$ cat config.mk
export PLATFORM = sky130hd
export DESIGN_NAME = lfu_cache_core
export DESIGN_NICKNAME = d
export VERILOG_FILES = /design/src/hw/rtl/lfu_pkg.sv /design/src/hw/rtl/lfu_cell.sv /design/src/hw/rtl/lfu_cache_core.sv
export SDC_FILE = /design/constraint.sdc
export NUM_CORES = 2
export LEC_CHECK = 0
export BUFFER_PORTS_ARGS = -buffer_cell sky130_fd_sc_hd__clkbuf_2
export CORE_MARGIN = 5
export CORE_UTILIZATION = 64
export CTS_CLUSTER_SIZE = 8
export DETAILED_ROUTE_END_ITERATION = 10
export HOLD_SLACK_MARGIN = 0.15
export PLACE_DENSITY = 0.81
export SLEW_MARGIN = 20
export SYNTH_ARGS = -nofsm -noshare
export SYNTH_HDL_FRONTEND = slang
export SYNTH_SLANG_ARGS = --single-unit
$ cat constraint.sdc
create_clock -name clk -period 12.83 [get_ports clk]
set_clock_uncertainty 0.2 [all_clocks]
set_input_delay 0 -clock clk [delete_from_list [all_inputs] [get_ports clk]]
set_output_delay 0 -clock clk [all_outputs]
set_load 0.1 [all_outputs]
$ cat src/hw/rtl/lfu_pkg.sv
// lfu_pkg: shared types and constants for the lfu cache core
// used by lfu_cell and lfu_cache_core; depends on nothing else
`timescale 1ns / 1ps

package lfu_pkg;

	localparam int KEY_W   = 32;
	localparam int VALUE_W = 32;
	localparam int CAP_W   = 5;

	localparam logic CMD_GET = 1'b0;
	localparam logic CMD_PUT = 1'b1;

	localparam logic [VALUE_W-1:0] READ_MISS = '1;
	localparam logic [CAP_W-1:0]   CAP_RESET = CAP_W'(16);

	typedef struct packed {
		logic                      command;
		logic signed [KEY_W-1:0]   key;
		logic signed [VALUE_W-1:0] value;
	} req_word_t;

	typedef struct packed {
		logic                      hit;
		logic signed [VALUE_W-1:0] read_value;
		logic                      evicted;
	} rsp_word_t;

	// update broadcast from the sequencer to every cell
	typedef struct packed {
		logic               en;
		logic [KEY_W-1:0]   key;
		logic [VALUE_W-1:0] value;
	} cell_cmd_t;

endpackage

$ cat src/hw/rtl/lfu_cell.sv
// lfu_cell: one slot of the sorted entry row (key, value, use count)
// takes its left neighbor's entry on an insertion shift; depends on lfu_pkg
`timescale 1ns / 1ps

module lfu_cell #(
	parameter int POS        = 0,
	parameter int IDX_W      = 4,
	parameter int CNT_W      = 5,
	parameter int COUNT_BITS = 16
) (
	input  logic                           clk,
	input  lfu_pkg::cell_cmd_t             cmd,
	input  logic [COUNT_BITS-1:0]          new_count,
	input  logic [IDX_W-1:0]               remove_idx,
	input  logic [CNT_W-1:0]               fill,
	input  logic [lfu_pkg::KEY_W-1:0]      probe_key,
	input  logic [lfu_pkg::KEY_W-1:0]      prev_key,
	input  logic [lfu_pkg::VALUE_W-1:0]    prev_value,
	input  logic [COUNT_BITS-1:0]          prev_count,
	input  logic                           prev_gt,
	output logic [lfu_pkg::KEY_W-1:0]      key,
	output logic [lfu_pkg::VALUE_W-1:0]    value,
	output logic [COUNT_BITS-1:0]          count,
	output logic                           gt,
	output logic                           match
);

	localparam logic [IDX_W-1:0] MY_IDX = IDX_W'(POS);
	localparam logic [CNT_W-1:0] MY_POS = CNT_W'(POS);

	logic [lfu_pkg::KEY_W-1:0]   key_q;
	logic [lfu_pkg::VALUE_W-1:0] value_q;
	logic [COUNT_BITS-1:0]       count_q;
	logic                        live;
	logic                        in_span;
	logic                        load_new;
	logic                        shift;

	assign live  = MY_POS < fill;
	assign match = live && (key_q == probe_key);

	// entries ahead of the insertion point stay put
	assign gt      = (MY_IDX < remove_idx) && (count_q > new_count);
	assign in_span = MY_IDX <= remove_idx;

	assign load_new = cmd.en && in_span && !gt && prev_gt;
	assign shift    = cmd.en && in_span && !gt && !prev_gt;

	always_ff @(posedge clk) begin
		priority if (load_new) begin
			key_q   <= cmd.key;
			value_q <= cmd.value;
			count_q <= new_count;
		end else if (shift) begin
			key_q   <= prev_key;
			value_q <= prev_value;
			count_q <= prev_count;
		end
	end

	assign key   = key_q;
	assign value = value_q;
	assign count = count_q;

endmodule

$ cat src/hw/rtl/lfu_cache_core.sv
// lfu_cache_core: fully associative lfu cache with lru tiebreak, top level
// sequencer plus a row of lfu_cell slots; depends on lfu_pkg and lfu_cell
//
// usage:
//   req channel (req_valid / req_stall / req) carries one word per get or put.
//   rsp channel (rsp_valid / rsp_stall / rsp) returns one word per request:
//   hit flag, read value (-1 on get miss, 0 on put) and evicted flag.
//   cfg_wr_en / cfg_wr_data write the capacity; only while the core is idle.
// timing:
//   a request is a match against every slot at acceptance, a gather
//   of the matching slot, then one shift step along the cell row. the
//   response is registered and valid after the update step; req_stall is
//   high from acceptance until the update step ends; no word is taken
//   meanwhile. a new request is accepted while a response still waits on
//   rsp_stall; its update step holds until that response has been taken.
// ordering:
//   slots are kept sorted by use count, most recent first within a count;
//   the eviction candidate is always the last occupied slot.
// reset:
//   all slots empty (fill count zero), capacity 16, no response pending.
`timescale 1ns / 1ps

module lfu_cache_core #(
	parameter int ENTRIES    = 16,
	parameter int COUNT_BITS = 16
) (
	input  logic                          clk,
	input  logic                          arst_n,
	input  logic                          req_valid,
	output logic                          req_stall,
	input  lfu_pkg::req_word_t            req,
	output logic                          rsp_valid,
	input  logic                          rsp_stall,
	output lfu_pkg::rsp_word_t            rsp,
	input  logic                          cfg_wr_en,
	input  logic [lfu_pkg::CAP_W-1:0]     cfg_wr_data
);

	localparam int IDX_W = (ENTRIES > 1) ? $clog2(ENTRIES) : 1;
	localparam int CNT_W = $clog2(ENTRIES + 1);

	localparam logic [1:0] ST_IDLE = 2'd0;
	localparam logic [1:0] ST_GATH = 2'd1;
	localparam logic [1:0] ST_UPD  = 2'd2;

	logic [1:0]                   state_q;
	logic [lfu_pkg::CAP_W-1:0]    capacity_q;
	logic [CNT_W-1:0]             fill_q;
	logic [CNT_W-1:0]             fill_dec;

	logic                         cmd_q;
	logic [lfu_pkg::KEY_W-1:0]    item_key_q;
	logic [lfu_pkg::VALUE_W-1:0]  item_value_q;
	logic [ENTRIES-1:0]           match_q;

	logic                         hit_c;
	logic [IDX_W-1:0]             ridx_c;
	logic [lfu_pkg::VALUE_W-1:0]  rval_c;
	logic [COUNT_BITS-1:0]        rcnt_c;
	logic                         hit_q;
	logic [IDX_W-1:0]             ridx_q;
	logic [lfu_pkg::VALUE_W-1:0]  rval_q;
	logic [COUNT_BITS-1:0]        rcnt_q;

	logic                         rsp_valid_q;
	lfu_pkg::rsp_word_t           rsp_q;

	logic [lfu_pkg::KEY_W-1:0]    key_w   [ENTRIES];
	logic [lfu_pkg::VALUE_W-1:0]  value_w [ENTRIES];
	logic [COUNT_BITS-1:0]        count_w [ENTRIES];
	logic [ENTRIES-1:0]           gt_w;
	logic [ENTRIES-1:0]           match_w;

	lfu_pkg::cell_cmd_t           cell_cmd;
	logic [COUNT_BITS-1:0]        new_count;
	logic [IDX_W-1:0]             remove_idx;
	logic                         adv;
	logic                         grow;
	logic                         do_upd;
	logic [lfu_pkg::VALUE_W-1:0]  rd_c;
	logic                         ev_c;
	logic [31:0]                  cap_ext;
	logic [31:0]                  cap_eff;
	logic [31:0]                  fill_ext;
	logic [COUNT_BITS-1:0]        bump_cnt;

	// ---------------- cell row ----------------
	for (genvar i = 0; i < ENTRIES; i++) begin : g_cell
		lfu_cell #(
			.POS        (i),
			.IDX_W      (IDX_W),
			.CNT_W      (CNT_W),
			.COUNT_BITS (COUNT_BITS)
		) u_cell (
			.clk        (clk),
			.cmd        (cell_cmd),
			.new_count  (new_count),
			.remove_idx (remove_idx),
			.fill       (fill_q),
			.probe_key  (req.key),
			.prev_key   ((i == 0) ? '0 : key_w[(i == 0) ? 0 : i - 1]),
			.prev_value ((i == 0) ? '0 : value_w[(i == 0) ? 0 : i - 1]),
			.prev_count ((i == 0) ? '0 : count_w[(i == 0) ? 0 : i - 1]),
			.prev_gt    ((i == 0) ? 1'b1 : gt_w[(i == 0) ? 0 : i - 1]),
			.key        (key_w[i]),
			.value      (value_w[i]),
			.count      (count_w[i]),
			.gt         (gt_w[i]),
			.match      (match_w[i])
		);
	end

	// ---------------- gather of the matching slot ----------------
	always_comb begin
		hit_c  = |match_q;
		ridx_c = '0;
		rval_c = '0;
		rcnt_c = '0;
		for (int i = 0; i < ENTRIES; i++) begin
			if (match_q[i]) begin
				ridx_c = ridx_c | IDX_W'(i);
				rval_c = rval_c | value_w[i];
				rcnt_c = rcnt_c | count_w[i];
			end
		end
	end

	// ---------------- update decision ----------------
	assign cap_ext  = 32'(capacity_q);
	assign cap_eff  = (cap_ext > 32'(ENTRIES)) ? 32'(ENTRIES) : cap_ext;
	assign fill_ext = 32'(fill_q);
	assign fill_dec = fill_q - CNT_W'(1);
	assign bump_cnt = (rcnt_q == '1) ? rcnt_q : rcnt_q + COUNT_BITS'(1);

	assign adv = (state_q == ST_UPD) && (!rsp_valid_q || !rsp_stall);

	always_comb begin
		do_upd     = 1'b0;
		grow       = 1'b0;
		ev_c       = 1'b0;
		rd_c       = '0;
		remove_idx = ridx_q;
		new_count  = bump_cnt;
		cell_cmd.key   = item_key_q;
		cell_cmd.value = rval_q;
		unique case (cmd_q)
			lfu_pkg::CMD_GET: begin
				if (hit_q) begin
					do_upd = 1'b1;
					rd_c   = rval_q;
				end else begin
					rd_c = lfu_pkg::READ_MISS;
				end
			end
			lfu_pkg::CMD_PUT: begin
				if (cap_eff != 32'd0) begin
					do_upd         = 1'b1;
					cell_cmd.value = item_value_q;
					if (!hit_q) begin
						new_count = '0;
						if (fill_ext < cap_eff) begin
							// free slot at the tail
							remove_idx = fill_q[IDX_W-1:0];
							grow       = 1'b1;
						end else begin
							// drop the last occupied slot
							remove_idx = fill_dec[IDX_W-1:0];
							ev_c       = 1'b1;
						end
					end
				end
			end
			default: ;
		endcase
		cell_cmd.en = adv && do_upd;
	end

	// ---------------- sequencer ----------------
	always_ff @(posedge clk or negedge arst_n) begin
		if (!arst_n) begin
			state_q     <= ST_IDLE;
			capacity_q  <= lfu_pkg::CAP_RESET;
			fill_q      <= '0;
			rsp_valid_q <= 1'b0;
		end else begin
			if (cfg_wr_en) begin
				capacity_q <= cfg_wr_data;
			end
			unique case (state_q)
				ST_IDLE: begin
					if (req_valid) begin
						state_q <= ST_GATH;
					end
				end
				ST_GATH: begin
					state_q <= ST_UPD;
				end
				ST_UPD: begin
					if (adv) begin
						state_q <= ST_IDLE;
					end
				end
				default: begin
					state_q <= ST_IDLE;
				end
			endcase
			if (adv && grow) begin
				fill_q <= fill_q + CNT_W'(1);
			end
			if (adv) begin
				rsp_valid_q <= 1'b1;
			end else if (!rsp_stall) begin
				rsp_valid_q <= 1'b0;
			end
		end
	end

	always_ff @(posedge clk) begin
		if ((state_q == ST_IDLE) && req_valid) begin
			cmd_q        <= req.command;
			item_key_q   <= req.key;
			item_value_q <= req.value;
			match_q      <= match_w;
		end
		if (state_q == ST_GATH) begin
			hit_q  <= hit_c;
			ridx_q <= ridx_c;
			rval_q <= rval_c;
			rcnt_q <= rcnt_c;
		end
		if (adv) begin
			rsp_q.hit        <= hit_q;
			rsp_q.read_value <= rd_c;
			rsp_q.evicted    <= ev_c;
		end
	end

	assign req_stall = (state_q != ST_IDLE);
	assign rsp_valid = rsp_valid_q;
	assign rsp       = rsp_q;

	// ---------------- assertions ----------------
	a_fill_bound: assert property (@(posedge clk) disable iff (!arst_n)
		32'(fill_q) <= 32'(ENTRIES))
		else $error("fill count beyond slot count");

	a_match_unique: assert property (@(posedge clk) disable iff (!arst_n)
		(state_q == ST_GATH) |-> $onehot0(match_q))
		else $error("key present in more than one slot");

	a_rsp_from_upd: assert property (@(posedge clk) disable iff (!arst_n)
		$rose(rsp_valid_q) |-> ($past(state_q) == ST_UPD))
		else $error("response raised outside the update step");

	a_fill_step: assert property (@(posedge clk) disable iff (!arst_n)
		(fill_q != $past(fill_q)) |-> (fill_q == $past(fill_q) + CNT_W'(1)))
		else $error("fill count moved by other than one");

	a_evict_miss: assert property (@(posedge clk) disable iff (!arst_n)
		rsp_valid_q |-> !(rsp_q.hit && rsp_q.evicted))
		else $error("eviction reported on a hit");

endmodule

==> metrics.md <==
| Metric | Value |
|---|---|
| CP Class | `reg -> reg` |
| Synthesized area | `between 70000 and 80000 um2` |
| CP Max Fanout | `36` |
| Worst-Skew Late Latency | `about 0.84 ns` |
| Starting density of the core | `0.644` |
| Root Buffer Master | `clkbuf_16` |
| Hold WC Path Type | `in -> reg` |
| First-pass GRT wire length | `363000 um` |
| DP HPWL | `158000 um` |
| Synth warn | `0` |
| Longest Clk Path Bufs | `3` |
| Reg2reg path depth | `18` |
| Vias per inst | `7.46` |
| Number of global-route vias before repair | `around 52000` |
| Kind of cell adding the most delay to the critical path | `simple AND/OR/NAND/NOR gates` |
| Largest net degree at the start of global routing | `57` |
| DR WL/cell | `around 37 um` |
| Violation count after the first detailed-route iteration | `between 7000 and 8000` |
| Yosys reg bits | `about 1500` |
| Crit share post-route | `0.660` |
| Share of cells above drive strength 1 | `0.311` |
| Gr ovfl total | `0` |
| Die Height | `approximately 350 um` |
| Post-Syn Nets | `between 5000 and 6000` |
| IO Pins | `111` |
| Die W | `between 300 and 400 um` |
| Maximum VDD drop | `~0.18 mV` |
| Crit path launch type | `register` |
| Max Clk Rate | `about 0.12 GHz` |
| Mean area per synthesized cell | `about 15 um2` |
| Worst slew pin tran | `between 1 and 1.5 ns` |
| CTS buffer count | `201` |
| Pwr dens | `172 nW/um2` |
| Critical Path RT | `13.18 ns` |
| Critical Path, Cell by Cell | `and3_1 > nand4_1 > nor3_1 > and3_1 > nor3_1 > xnor2_1 > nor2_1 > inv_1 > ha_1 > nand3_1 > or2_2 > o21bai_1 > a211oi_1 > nor2_1 > o211ai_4 > buf_4 > buf_4 > mux2_2` |
| Post-synth top area share | `0.572` |
| Worst Path Buf+Inv | `3` |
| RSZ-0062 raised after global routing | `no` |
| Total GRT Usage | `0.401` |
| H-Tree Depth | `4` |
| Clk slew on worst S/H paths | `about 0.060 ns` |
| Reg2reg setup slack | `around 4.4 ns` |
| Worst hold stages | `3` |
| Area Growth Syn to Fin | `11.2%` |
| Via count | `around 51000` |
| Top_reg_cell synth | `edfxtp_1` |
| IO buf count | `110` |
| CP Depth | `18` |
| Drt first pass iters | `7` |
| Sequential area share after synthesis | `0.576` |
| Post-Route WL | `about 260000 um` |
| Worst setup EP type | `register` |
| Run status | `finished, final reports clean` |
| Max-Cap Viols | `0` |
| Worst slack at placement | `~4.6 ns` |
| Clk sinks | `about 1500` |
| Routability congestion estimate | `slightly above 1` |
| Setup TNS | `0 ns` |
| Tmin final | `approximately 8.5 ns` |
| CTS tree | `done` |
| PnR worst setup slack | `roughly 4.4 ns` |
| Rows | `approximately 130` |
| Leak | `slightly below 30 nW` |
| Worst slew margin | `0.176` |
| Post-synth top area cell | `edfxtp_1` |
| Synth area leaders | `edfxtp_1 (57%), mux2_2 (16%), ha_1 (4.1%)` |
| Postcts setup bufs | `0` |
| CP peak stage delay | `1.01 ns` |
| Synth unique cells | `72` |
| Core box area | `118000 um2` |
| Slew Limit Fails | `0` |
| Final setup viols | `0` |
| DRC viols | `0` |
| Fin. Hold Viols | `0` |
| Cells after Synth | `5137` |
| Final nets | `5627` |
| Arr. time, crit path | `approximately 8.8 ns` |
| Post-route ant nets | `0` |
| Initial antenna violation count | `12` |
| Die area | `between 100000 and 150000 um2` |
| Async S/R FF share, synth | `0.00890` |
| Post-synth EDFFs | `1448` |
| CP max-delay cell | `o211ai_4` |
placed cells by master (no fill, tap or decap), types with 105 or more instances in the layout:
master         count
nor4_1           105
xor2_1           343
a221oi_1         196
mux2_2          1088
xnor2_1          184
a22o_1           192
a21oi_1          111
dlygate4sd3_1    132
clkbuf_16        207
ha_1             247
edfxtp_1        1448
clkbuf_2         110
nand4_1          146
buf_4            109
through the flow:
stage          cell area [um2]  total power [mW]   util  hold slack, ns  std cells
2_1_floorplan            76000              8.50      -          -0.496       5137
3_3_place_gp             77800              9.58  0.659          -0.289       6505
3_5_place_dp             77800              9.66  0.659          -0.286       6506
4_1_cts                  84500              14.4  0.716           0.159       6865
5_1_grt                  84500              14.9  0.716           0.212       6866
6_report                 84500              14.6  0.716           0.220       6867
timing repair:
item | in CTS | in global routing
endpoints found under the hold margin | 173 | 0
endpoints found under the setup margin | 0 | 0
gates resized for setup | 0 | 0
hold buffers | 132 | 0
state kept, by name, indices dropped and copies added (netlist names):
name and cells:
g_cell.u_cell.key 512, g_cell.u_cell.value 512, g_cell.u_cell.count 256, rsp 34, item_key_q 32, item_value_q 32, rval_q 32, match_q 16
rcnt_q 16, capacity_q 5, fill_q 5, ridx_q 4, state_q 2, cmd_q 1, hit_q 1, rsp_valid 1
where the power goes:
| group | leakage (nW) | internal (mW) | switching [mW] |
|---|---|---|---|
| logic | 13.7 | 1.06 | 2.04 |
| clock network | 2.63 | 2.83 | 1.95 |
| registers | 13.3 | 6.16 | 0.516 |
| total | 29.6 | 10.1 | 4.50 |
metal layers:
layer | GRT usage | share of wire | up-vias
li1 | - | - | 20500
met4 | 0.276 | 0.086 | 15
met1 | 0.487 | 0.33 | 25300
met5 | 0.00462 | 0.00057 | -
met2 | 0.626 | 0.45 | 4216
met3 | 0.112 | 0.13 | 1228
area by class of cell:
type | instances | area, um2
tap | 1536 | 1920
antenna | 2 | 5.00
clock buffer | 219 | 5230
multi-input combinational | 3212 | 30400
fill | 7394 | 33500
inverter | 77 | 289
sequential | 1461 | 43800
clock inverter | 8 | 138
timing repair buffer | 352 | 2710
Yosys cell counts, types with 4 or more instances:
| cell type | instances |
|---|---|
| and2_1 | 5 |
| mux2_1 | 69 |
| edfxtp_1 | 1448 |
| ha_1 | 247 |
| a22o_1 | 192 |
| a221oi_1 | 196 |
| nand2b_1 | 9 |
| a221o_1 | 4 |
| o21bai_1 | 7 |
| a21oi_1 | 114 |
| a211oi_1 | 14 |
| dfrtp_1 | 12 |
| buf_6 | 18 |
| nor3_1 | 29 |
| xor2_1 | 343 |
| buf_1 | 20 |
| a21o_1 | 19 |
| o2111ai_1 | 6 |
| clkbuf_1 | 236 |
| nand4_1 | 146 |
| a2111oi_0 | 11 |
| xnor2_1 | 184 |
| or2_2 | 6 |
| nand2_1 | 63 |
| buf_2 | 103 |
| nand3_1 | 47 |
| and4_1 | 5 |
| mux2_4 | 80 |
| o21a_1 | 15 |
| mux2i_1 | 5 |
| nor2b_1 | 26 |
| and3_1 | 15 |
| o21ai_0 | 53 |
| o211ai_1 | 12 |
| nor2_1 | 47 |
| mux2_2 | 1088 |
| buf_4 | 10 |
| nor4_1 | 105 |
| or4_1 | 4 |
| inv_1 | 77 |
logic make-up (layout without fill, tap and decap cells):
logic type               count (synthesis)  after routing  synth area share
AO/OA/AOI/OAI                          669            669            0.0678
XOR/XNOR                               528            528            0.0609
AND/OR/NAND/NOR                        525            525            0.0394
adder cells (fa/ha/maj)                247            247            0.0407
flip-flops                            1461           1461             0.576
other                                    0              2                 0
multiplexers                          1243           1243             0.188
buffers and inverters                  464            656            0.0269
worst register-to-register path: stages (launching register included):
cell	delay [ns]
edfxtp_1	0.41
and3_1	0.24
nand4_1	0.22
nor3_1	0.41
and3_1	0.39
nor3_1	0.11
xnor2_1	0.14
nor2_1	0.78
inv_1	0.65
ha_1	0.50
nand3_1	0.08
or2_2	0.32
o21bai_1	0.17
a211oi_1	0.50
nor2_1	0.20
o211ai_4	1.01
buf_4	0.66
buf_4	0.75
mux2_2	0.45
path summary, 6_finish.rpt:
check / from / to
min reg2reg: rsp_valid / rsp_valid
max: rcnt_q[3] / g_cell[7].u_cell.value[16]
min in group asynchronous: arst_n / fill_q[3]
max reg2reg: rcnt_q[3] / g_cell[7].u_cell.value[16]
max in group asynchronous: arst_n / state_q[1]
min: req[35] / item_key_q[3]
Power figures use the tool's default switching activity.
